<file path="src/design/pps_pkg.sv">
// Shared types and constants of the preemptive priority scheduler.
package pps_pkg;

  localparam int unsigned ARR_W    = 16;
  localparam int unsigned BST_W    = 16;
  localparam int unsigned PRI_W    = 8;
  localparam int unsigned ID_W     = 4;
  localparam int unsigned TIME_W   = 32;
  localparam int unsigned STATUS_W = 2;

  // arrival, burst, priority_req: 40 bits, already whole bytes
  localparam int unsigned IN_DATA_W  = ARR_W + BST_W + PRI_W;
  localparam int unsigned IN_USER_W  = 1;
  // job_id, finished, turnaround, waiting, all_done, now: 102 bits, padded to 104
  localparam int unsigned OUT_FLD_W  = ID_W + 1 + TIME_W + TIME_W + 1 + TIME_W;
  localparam int unsigned OUT_DATA_W = ((OUT_FLD_W + 7) / 8) * 8;
  localparam int unsigned OUT_USER_W = STATUS_W;

  typedef logic [STATUS_W-1:0] status_t;

  localparam status_t ST_LOADED = 2'd0;
  localparam status_t ST_RAN    = 2'd1;
  localparam status_t ST_IDLE   = 2'd2;
  localparam status_t ST_REJECT = 2'd3;

  localparam logic MODE_LOAD = 1'b0;
  localparam logic MODE_TICK = 1'b1;

  typedef enum logic [5:0] {
    S_IDLE   = 6'b000001,
    S_SCAN   = 6'b000010,
    S_FETCH  = 6'b000100,
    S_UPDATE = 6'b001000,
    S_CALC   = 6'b010000,
    S_RESULT = 6'b100000
  } state_t;

endpackage

</file>
<file path="src/design/preemptive_priority_scheduler_unit.sv">
// Top level of the preemptive priority scheduler: job tables, scan sequencer and result register.
//
// Usage: items enter on the in_ stream. in_tuser selects the kind of item:
//   load (0) appends a job with arrival, burst and priority from in_tdata;
//   tick (1) advances time one step and runs the most urgent ready job.
// Every item gives exactly one result on the out_ stream; out_tuser carries
// the status (loaded, ran, idle, rejected), out_tdata the job id, the
// finished flag, turnaround and waiting times, all_done and the time now.
// A load goes straight to the result step. A tick walks the job table
// one entry per cycle through the shared compare unit and its registered
// table read, then advances the clock, decrements the remaining burst when
// a job runs and works out turnaround and waiting when it completes.
// One item is in flight at a time: in_tready is high only while the
// sequencer is idle, so a new item waits until the last one has left it.
// The result sits in an output register; the next item is accepted while
// it waits. If the receiver stalls, a finished item holds in the
// sequencer until the register empties.
// Reset (rst_n low, synchronous) clears the job count, the completion
// count, the clock and the output valid; the tables are not cleared,
// only entries below the job count are ever used.
module preemptive_priority_scheduler_unit #(
  parameter int unsigned MAX_PROCESSES = 16
) (
  input  logic                            clk,
  input  logic                            rst_n,
  input  logic                            in_tvalid,
  output logic                            in_tready,
  // [15:0] arrival, [31:16] burst, [39:32] priority_req
  input  logic [pps_pkg::IN_DATA_W-1:0]   in_tdata,
  // [0] mode
  input  logic [pps_pkg::IN_USER_W-1:0]   in_tuser,
  output logic                            out_tvalid,
  input  logic                            out_tready,
  // [3:0] job_id, [4] finished, [36:5] turnaround, [68:37] waiting,
  // [69] all_done, [101:70] now, [103:102] zero
  output logic [pps_pkg::OUT_DATA_W-1:0]  out_tdata,
  // [1:0] status
  output logic [pps_pkg::OUT_USER_W-1:0]  out_tuser
);
  import pps_pkg::*;

  localparam int unsigned IW = (MAX_PROCESSES > 1) ? $clog2(MAX_PROCESSES) : 1;
  localparam int unsigned CW = $clog2(MAX_PROCESSES + 1);
  localparam logic [CW-1:0] MAX_CNT = CW'(MAX_PROCESSES);

  // job tables, one entry per job
  logic [ARR_W-1:0] arr_mem [MAX_PROCESSES];
  logic [BST_W-1:0] bst_mem [MAX_PROCESSES];
  logic [BST_W-1:0] rem_mem [MAX_PROCESSES];
  logic [PRI_W-1:0] pri_mem [MAX_PROCESSES];

  // registered read data of the tables
  logic [ARR_W-1:0] arr_q_r;
  logic [BST_W-1:0] bst_q_r;
  logic [BST_W-1:0] rem_q_r;
  logic [PRI_W-1:0] pri_q_r;

  state_t state_r, state_nxt;

  logic [CW-1:0]     job_cnt_r, job_cnt_nxt;
  logic [CW-1:0]     done_cnt_r, done_cnt_nxt;
  logic [TIME_W-1:0] clock_r, clock_nxt;

  logic [CW-1:0]     scan_cnt_r, scan_cnt_nxt;
  logic              cmp_v_r, cmp_v_nxt;
  logic [IW-1:0]     cmp_idx_r, cmp_idx_nxt;
  logic              found_r, found_nxt;
  logic [IW-1:0]     best_r, best_nxt;
  logic [PRI_W-1:0]  best_pri_r, best_pri_nxt;
  logic [TIME_W-1:0] tat_r, tat_nxt;

  // result being built
  status_t           res_status_r, res_status_nxt;
  logic [ID_W-1:0]   res_id_r, res_id_nxt;
  logic              res_fin_r, res_fin_nxt;
  logic [TIME_W-1:0] res_tat_r, res_tat_nxt;
  logic [TIME_W-1:0] res_wt_r, res_wt_nxt;

  // output register
  logic                  out_valid_r, out_valid_nxt;
  logic [OUT_DATA_W-1:0] out_data_r, out_data_nxt;
  status_t               out_user_r, out_user_nxt;

  logic              in_acc;
  logic              load_ok;
  logic              load_we;
  logic              rem_we;
  logic [IW-1:0]     rem_waddr;
  logic [BST_W-1:0]  rem_wdata;
  logic [IW-1:0]     rd_addr;
  logic              issue;
  logic              eligible;
  logic [BST_W-1:0]  rem_dec;
  logic [IW+ID_W-1:0] load_id_ext;
  logic [IW+ID_W-1:0] best_id_ext;

  logic [ARR_W-1:0]  in_arr;
  logic [BST_W-1:0]  in_bst;
  logic [PRI_W-1:0]  in_pri;

  assign in_arr = in_tdata[ARR_W-1:0];
  assign in_bst = in_tdata[ARR_W+BST_W-1:ARR_W];
  assign in_pri = in_tdata[IN_DATA_W-1:ARR_W+BST_W];

  assign in_tready = (state_r == S_IDLE);
  assign in_acc    = in_tvalid & in_tready;
  assign load_ok   = (job_cnt_r != MAX_CNT) && (in_bst != '0);
  assign load_we   = in_acc && (in_tuser[0] == MODE_LOAD) && load_ok;

  // the job id port keeps only the low 4 bits of the index
  assign load_id_ext = {{ID_W{1'b0}}, job_cnt_r[IW-1:0]};
  assign best_id_ext = {{ID_W{1'b0}}, best_r};

  // scan issues one table read per cycle until every loaded job is read
  assign issue    = (state_r == S_SCAN) && (scan_cnt_r < job_cnt_r);
  assign rd_addr  = (state_r == S_SCAN) ? scan_cnt_r[IW-1:0] : best_r;
  assign eligible = cmp_v_r && ({{(TIME_W-ARR_W){1'b0}}, arr_q_r} <= clock_r)
                    && (rem_q_r != '0);
  assign rem_dec  = rem_q_r - BST_W'(1);

  assign rem_we    = load_we || (state_r == S_UPDATE);
  assign rem_waddr = load_we ? job_cnt_r[IW-1:0] : best_r;
  assign rem_wdata = load_we ? in_bst : rem_dec;

  always_ff @(posedge clk) begin
    if (load_we) begin
      arr_mem[job_cnt_r[IW-1:0]] <= in_arr;
      bst_mem[job_cnt_r[IW-1:0]] <= in_bst;
      pri_mem[job_cnt_r[IW-1:0]] <= in_pri;
    end
    if (rem_we) begin
      rem_mem[rem_waddr] <= rem_wdata;
    end
    arr_q_r <= arr_mem[rd_addr];
    bst_q_r <= bst_mem[rd_addr];
    rem_q_r <= rem_mem[rd_addr];
    pri_q_r <= pri_mem[rd_addr];
  end

  always_comb begin
    state_nxt      = state_r;
    job_cnt_nxt    = job_cnt_r;
    done_cnt_nxt   = done_cnt_r;
    clock_nxt      = clock_r;
    scan_cnt_nxt   = scan_cnt_r;
    cmp_v_nxt      = issue;
    cmp_idx_nxt    = scan_cnt_r[IW-1:0];
    found_nxt      = found_r;
    best_nxt       = best_r;
    best_pri_nxt   = best_pri_r;
    tat_nxt        = tat_r;
    res_status_nxt = res_status_r;
    res_id_nxt     = res_id_r;
    res_fin_nxt    = res_fin_r;
    res_tat_nxt    = res_tat_r;
    res_wt_nxt     = res_wt_r;
    out_valid_nxt  = out_valid_r & ~out_tready;
    out_data_nxt   = out_data_r;
    out_user_nxt   = out_user_r;

    unique case (state_r)
      S_IDLE: begin
        if (in_acc) begin
          res_fin_nxt = 1'b0;
          res_tat_nxt = '0;
          res_wt_nxt  = '0;
          if (in_tuser[0] == MODE_LOAD) begin
            state_nxt = S_RESULT;
            if (load_ok) begin
              res_status_nxt = ST_LOADED;
              res_id_nxt     = load_id_ext[ID_W-1:0];
              job_cnt_nxt    = job_cnt_r + CW'(1);
            end else begin
              res_status_nxt = ST_REJECT;
              res_id_nxt     = '0;
            end
          end else begin
            state_nxt    = S_SCAN;
            scan_cnt_nxt = '0;
            found_nxt    = 1'b0;
          end
        end
      end
      S_SCAN: begin
        if (issue) begin
          scan_cnt_nxt = scan_cnt_r + CW'(1);
        end
        // strict less-than keeps the lowest id on equal priority
        if (eligible && (!found_r || (pri_q_r < best_pri_r))) begin
          found_nxt    = 1'b1;
          best_nxt     = cmp_idx_r;
          best_pri_nxt = pri_q_r;
        end
        if (!issue && !cmp_v_r) begin
          state_nxt = S_FETCH;
        end
      end
      S_FETCH: begin
        if (clock_r != '1) begin
          clock_nxt = clock_r + TIME_W'(1);
        end
        if (found_r) begin
          state_nxt = S_UPDATE;
        end else begin
          res_status_nxt = ST_IDLE;
          res_id_nxt     = '0;
          state_nxt      = S_RESULT;
        end
      end
      S_UPDATE: begin
        res_status_nxt = ST_RAN;
        res_id_nxt     = best_id_ext[ID_W-1:0];
        tat_nxt        = clock_r - {{(TIME_W-ARR_W){1'b0}}, arr_q_r};
        if (rem_dec == '0) begin
          res_fin_nxt  = 1'b1;
          done_cnt_nxt = done_cnt_r + CW'(1);
          state_nxt    = S_CALC;
        end else begin
          state_nxt    = S_RESULT;
        end
      end
      S_CALC: begin
        res_tat_nxt = tat_r;
        // waiting saturates at zero once the clock has stuck at its maximum
        if (tat_r >= {{(TIME_W-BST_W){1'b0}}, bst_q_r}) begin
          res_wt_nxt = tat_r - {{(TIME_W-BST_W){1'b0}}, bst_q_r};
        end else begin
          res_wt_nxt = '0;
        end
        state_nxt = S_RESULT;
      end
      S_RESULT: begin
        if (!out_valid_r || out_tready) begin
          out_valid_nxt = 1'b1;
          out_user_nxt  = res_status_r;
          out_data_nxt  = OUT_DATA_W'({clock_r, (done_cnt_r == job_cnt_r),
                                       res_wt_r, res_tat_r, res_fin_r, res_id_r});
          state_nxt     = S_IDLE;
        end
      end
      default: begin
        state_nxt = S_IDLE;
      end
    endcase
  end

  always_ff @(posedge clk) begin
    if (!rst_n) begin
      state_r     <= S_IDLE;
      job_cnt_r   <= '0;
      done_cnt_r  <= '0;
      clock_r     <= '0;
      scan_cnt_r  <= '0;
      cmp_v_r     <= 1'b0;
      found_r     <= 1'b0;
      out_valid_r <= 1'b0;
    end else begin
      state_r     <= state_nxt;
      job_cnt_r   <= job_cnt_nxt;
      done_cnt_r  <= done_cnt_nxt;
      clock_r     <= clock_nxt;
      scan_cnt_r  <= scan_cnt_nxt;
      cmp_v_r     <= cmp_v_nxt;
      found_r     <= found_nxt;
      out_valid_r <= out_valid_nxt;
    end
  end

  always_ff @(posedge clk) begin
    cmp_idx_r    <= cmp_idx_nxt;
    best_r       <= best_nxt;
    best_pri_r   <= best_pri_nxt;
    tat_r        <= tat_nxt;
    res_status_r <= res_status_nxt;
    res_id_r     <= res_id_nxt;
    res_fin_r    <= res_fin_nxt;
    res_tat_r    <= res_tat_nxt;
    res_wt_r     <= res_wt_nxt;
    out_data_r   <= out_data_nxt;
    out_user_r   <= out_user_nxt;
  end

  assign out_tvalid = out_valid_r;
  assign out_tdata  = out_data_r;
  assign out_tuser  = out_user_r;

endmodule

</file>
<file path="config.mk">
export PLATFORM = sky130hd
export DESIGN_NAME = preemptive_priority_scheduler_unit
export DESIGN_NICKNAME = d
export VERILOG_FILES = /design/src/design/pps_pkg.sv /design/src/design/preemptive_priority_scheduler_unit.sv
export SDC_FILE = /design/constraint.sdc
export NUM_CORES = 2
export LEC_CHECK = 0
export ABC_CLOCK_PERIOD_IN_PS = 19800
export BUFFER_PORTS_ARGS = -buffer_cell sky130_fd_sc_hd__buf_4
export CAP_MARGIN = 20
export CORE_ASPECT_RATIO = 1.5
export CORE_MARGIN = 3
export CORE_UTILIZATION = 69
export CTS_BUF_LIST = sky130_fd_sc_hd__clkbuf_8
export DETAILED_ROUTE_END_ITERATION = 6
export HOLD_SLACK_MARGIN = 0.08
export PLACE_DENSITY = 0.87
export SLEW_MARGIN = 0
export SYNTH_ARGS = -nofsm -noshare
export SYNTH_HDL_FRONTEND = slang
export SYNTH_SLANG_ARGS = --single-unit
</file>
<file path="constraint.sdc">
create_clock -name clk -period 19.8 [get_ports clk]
set_clock_uncertainty 0.15 [all_clocks]
set_input_delay 1.98 -clock clk [delete_from_list [all_inputs] [get_ports clk]]
set_output_delay 1.98 -clock clk [all_outputs]
set_load 0.01 [all_outputs]
</file>
==> run metrics <==
status=completed; xor/xnor share of the synthesized area=1.55%; Required @ worst endpoint=20.41 ns; first-pass GRT wire length=about 190 mm; DP Cell Count=4466; RR Endpoint=bst_q_r[1]; R2R cell count=10; final period utilization=28.3%; mux share of post-synthesis cell area=~2.4%; top_reg_cell synth=edfxtp_1; root buffer cell=clkbuf_8; worst hold start=cmp_idx_r[2]; post-synthesis compound-gate area fraction=8.03%; die area=0.0744 mm2; register area share after synthesis=73.0%; Final Hold Fails=0; area leader, netlist=edfxtp_1; Syn Area/Cell=13.9 um2; last weighted congestion value of the routability-driven placer=0.929; Slew @ Worst Pin=1.18 ns; clock latency on the worst-skew pair=approximately 0.85 ns; initial antenna violation count=6; cts bufs inserted=165; H-Tree Level Count=4; drc violations=0; post-synthesis register bit count=1231; routed wire length=126 mm; Critical R2R Launch=state_r[2]; via count=32.5k; Site Rows=119; largest family of logic cells by synthesized area=simple AND/OR/NAND/NOR gates; # IOs=153; Critical Path AT=roughly 6.2 ns; hold path endpoint=best_r[2]; WL/cell=about 26 um; Synth area leaders=edfxtp_1, nand2_1, dfxtp_1; Placeable Area=0.0703 mm2; most frequent cells in the layout=edfxtp_1, nand2_1, buf_4; total grt overflow=0; area share of and/or/nand/nor cells after synthesis=11.3%; largest net degree at the start of global routing=194; # clock sinks=1231; Worst Hold Slack=~0.26 ns; vias in the first global route=32.3k; Max Cap Viol=0; share of cells above drive strength 1=13.1%; Worst setup EP type=register; P&R area growth vs syn=11.2%; Total GRT Usage=between 30% and 40%; Setup CP Type=reg -> reg; CTS resizes=0; Post-synth EDFFs=approximately 1.1k; Setup violations, final=0; worst hold stages=0; DR vias/cell=6.81; Die W=224 um; Hold WC Path Type=reg -> reg; # Post-CTS Setup Buffers=0; CTS max path bufs=3; ys async rst share=0%; TritonCTS clock tree=yes; total negative setup slack=0 ns; commonest non-fill, non-tap cell in the layout=edfxtp_1; Finished Layout Cells=between 4k and 5k; 1st-iter DRT viols=3998; Synth Cell Area=slightly below 0.05 mm2; DRT Pass-1 Iters=7; Layout Utilization=77.6%; Ys Warns=0; maximum vdd ir drop=around 0.064 mV; R2R Setup Slk=14.19 ns; fillcell total=3770; Tot Pwr=5.50 mW; post-synthesis adder-cell area fraction=between 1 and 1.5%; RSZ-0062 raised after global routing=no; CTS Hold Buffers Added=0; Die Height=333 um; initial core utilization=69.8%; P_leak=~19 nW; FMAX=approximately 0.18 GHz; Port Buffer Count=150; clk slew on worst S/H paths=0.07 ns; nets=3833; Slew HR=21.6%; Cell variety after synth=75; Detail Route Antenna Nets=0; Synth top area share=between 60% and 70%; crit start category=register; Syn Inst Count=3537; maximum fanout along the worst path=roughly 190; clock period minus worst slack=5.61 ns; Final Max Slew Viols=0; Final HPWL DP=72.5 mm; PwrDens=101 mW/mm2
logic make-up after synthesis:
kind of cell	after synthesis
other	1
AOI/OAI and AO/OA	558
muxes	119
DFF	1231
adders and majority gates	54
and+or+nand+nor	1212
buffers and inverters	275
xor gates and xnor gates	87
flip-flops by register name (all words and copies together), names as in the netlist, 16 cells and up:
name,cells
out_tdata,102
clock_r,32
arr_q_r,16
rem_q_r,16
bst_mem,256
arr_mem,256
tat_r,32
res_wt_r,32
res_tat_r,32
bst_q_r,16
rem_mem,256
pri_mem,128
worst max-delay path, stage by stage, from the launching register on:
cell,delay (ns)
dfxtp_1,0.39
or4b_1,0.65
o31ai_4,0.34
and2_4,0.54
buf_4,0.73
buf_4,0.74
buf_12,0.70
nand2_1,0.20
a311oi_1,0.45
a31oi_1,0.08
o21ai_1,0.17
stage by stage:
step | cell area (um2) | setup WS (ns)
2_1_floorplan | 49100 | 12.35
3_3_place_gp | 51200 | 14.38
3_5_place_dp | 51300 | 14.20
4_1_cts | 54500 | 14.33
5_1_grt | 54500 | 13.98
6_report | 54500 | 14.19
worst max-delay path by stage:
stage                         end         start  slack (ns)  cells after the start
global placement    rem_mem[6][1]  in_tdata[31]       14.38                      6
floorplan            out_tdata[0]    out_tready       12.35                      2
detailed placement  rem_mem[2][0]  in_tdata[31]       14.20                      6
finish                 bst_q_r[1]    state_r[2]       14.19                     10
CTS                   arr_q_r[14]    state_r[3]       14.33                     10
global route          arr_q_r[14]    state_r[2]       13.98                     10
synthesized netlist by cell type, types with 8 or more instances:
master,n
a211oi_1,58
a21o_1,11
a21oi_1,62
a311oi_1,56
a31oi_1,70
a32oi_1,114
and2_1,34
and3_1,68
and4_1,8
buf_1,13
buf_2,59
clkbuf_1,121
dfxtp_1,116
edfxtp_1,1115
ha_1,52
inv_1,74
mux2i_1,116
nand2_1,629
nand2b_1,9
nand3_1,192
nand4_1,18
nor2_1,133
nor2b_1,10
nor3_1,31
nor4_1,15
o211ai_1,12
o21ai_0,86
o21ai_1,27
o21bai_1,8
o31ai_1,10
or3_1,18
or4_1,13
xnor2_1,50
xor2_1,37
power by group:
group / total [mW] / leakage (nW) / switching, mW / internal, mW
registers: 3.03 / 11.0 / 0.0415 / 2.99
clock network: 1.88 / 1.82 / 0.930 / 0.950
logic: 0.597 / 5.82 / 0.428 / 0.169
layout make-up:
type	instances	area (um2)	share of cell area (%)
Sequential cell	1231	35800	65.6
Tap cell	907	1130	2.08
Multi-Input combinational cell	2032	12300	22.6
Timing Repair Buffer	228	1750	3.21
Antenna cell	2	5.00	0.00918
Clock buffer	181	2490	4.57
Inverter	76	285	0.523
Clock inverter	118	733	1.34
per-layer routing:
| metal | track usage (%) | wire length [um] |
|---|---|---|
| met1 | 38.8 | 40400 |
| met2 | 55.6 | 62000 |
| met3 | 7.79 | 14000 |
| met4 | 22.2 | 9160 |
| met5 | 0 | 57 |
Note: power is estimated with default switching activity, not from simulation.
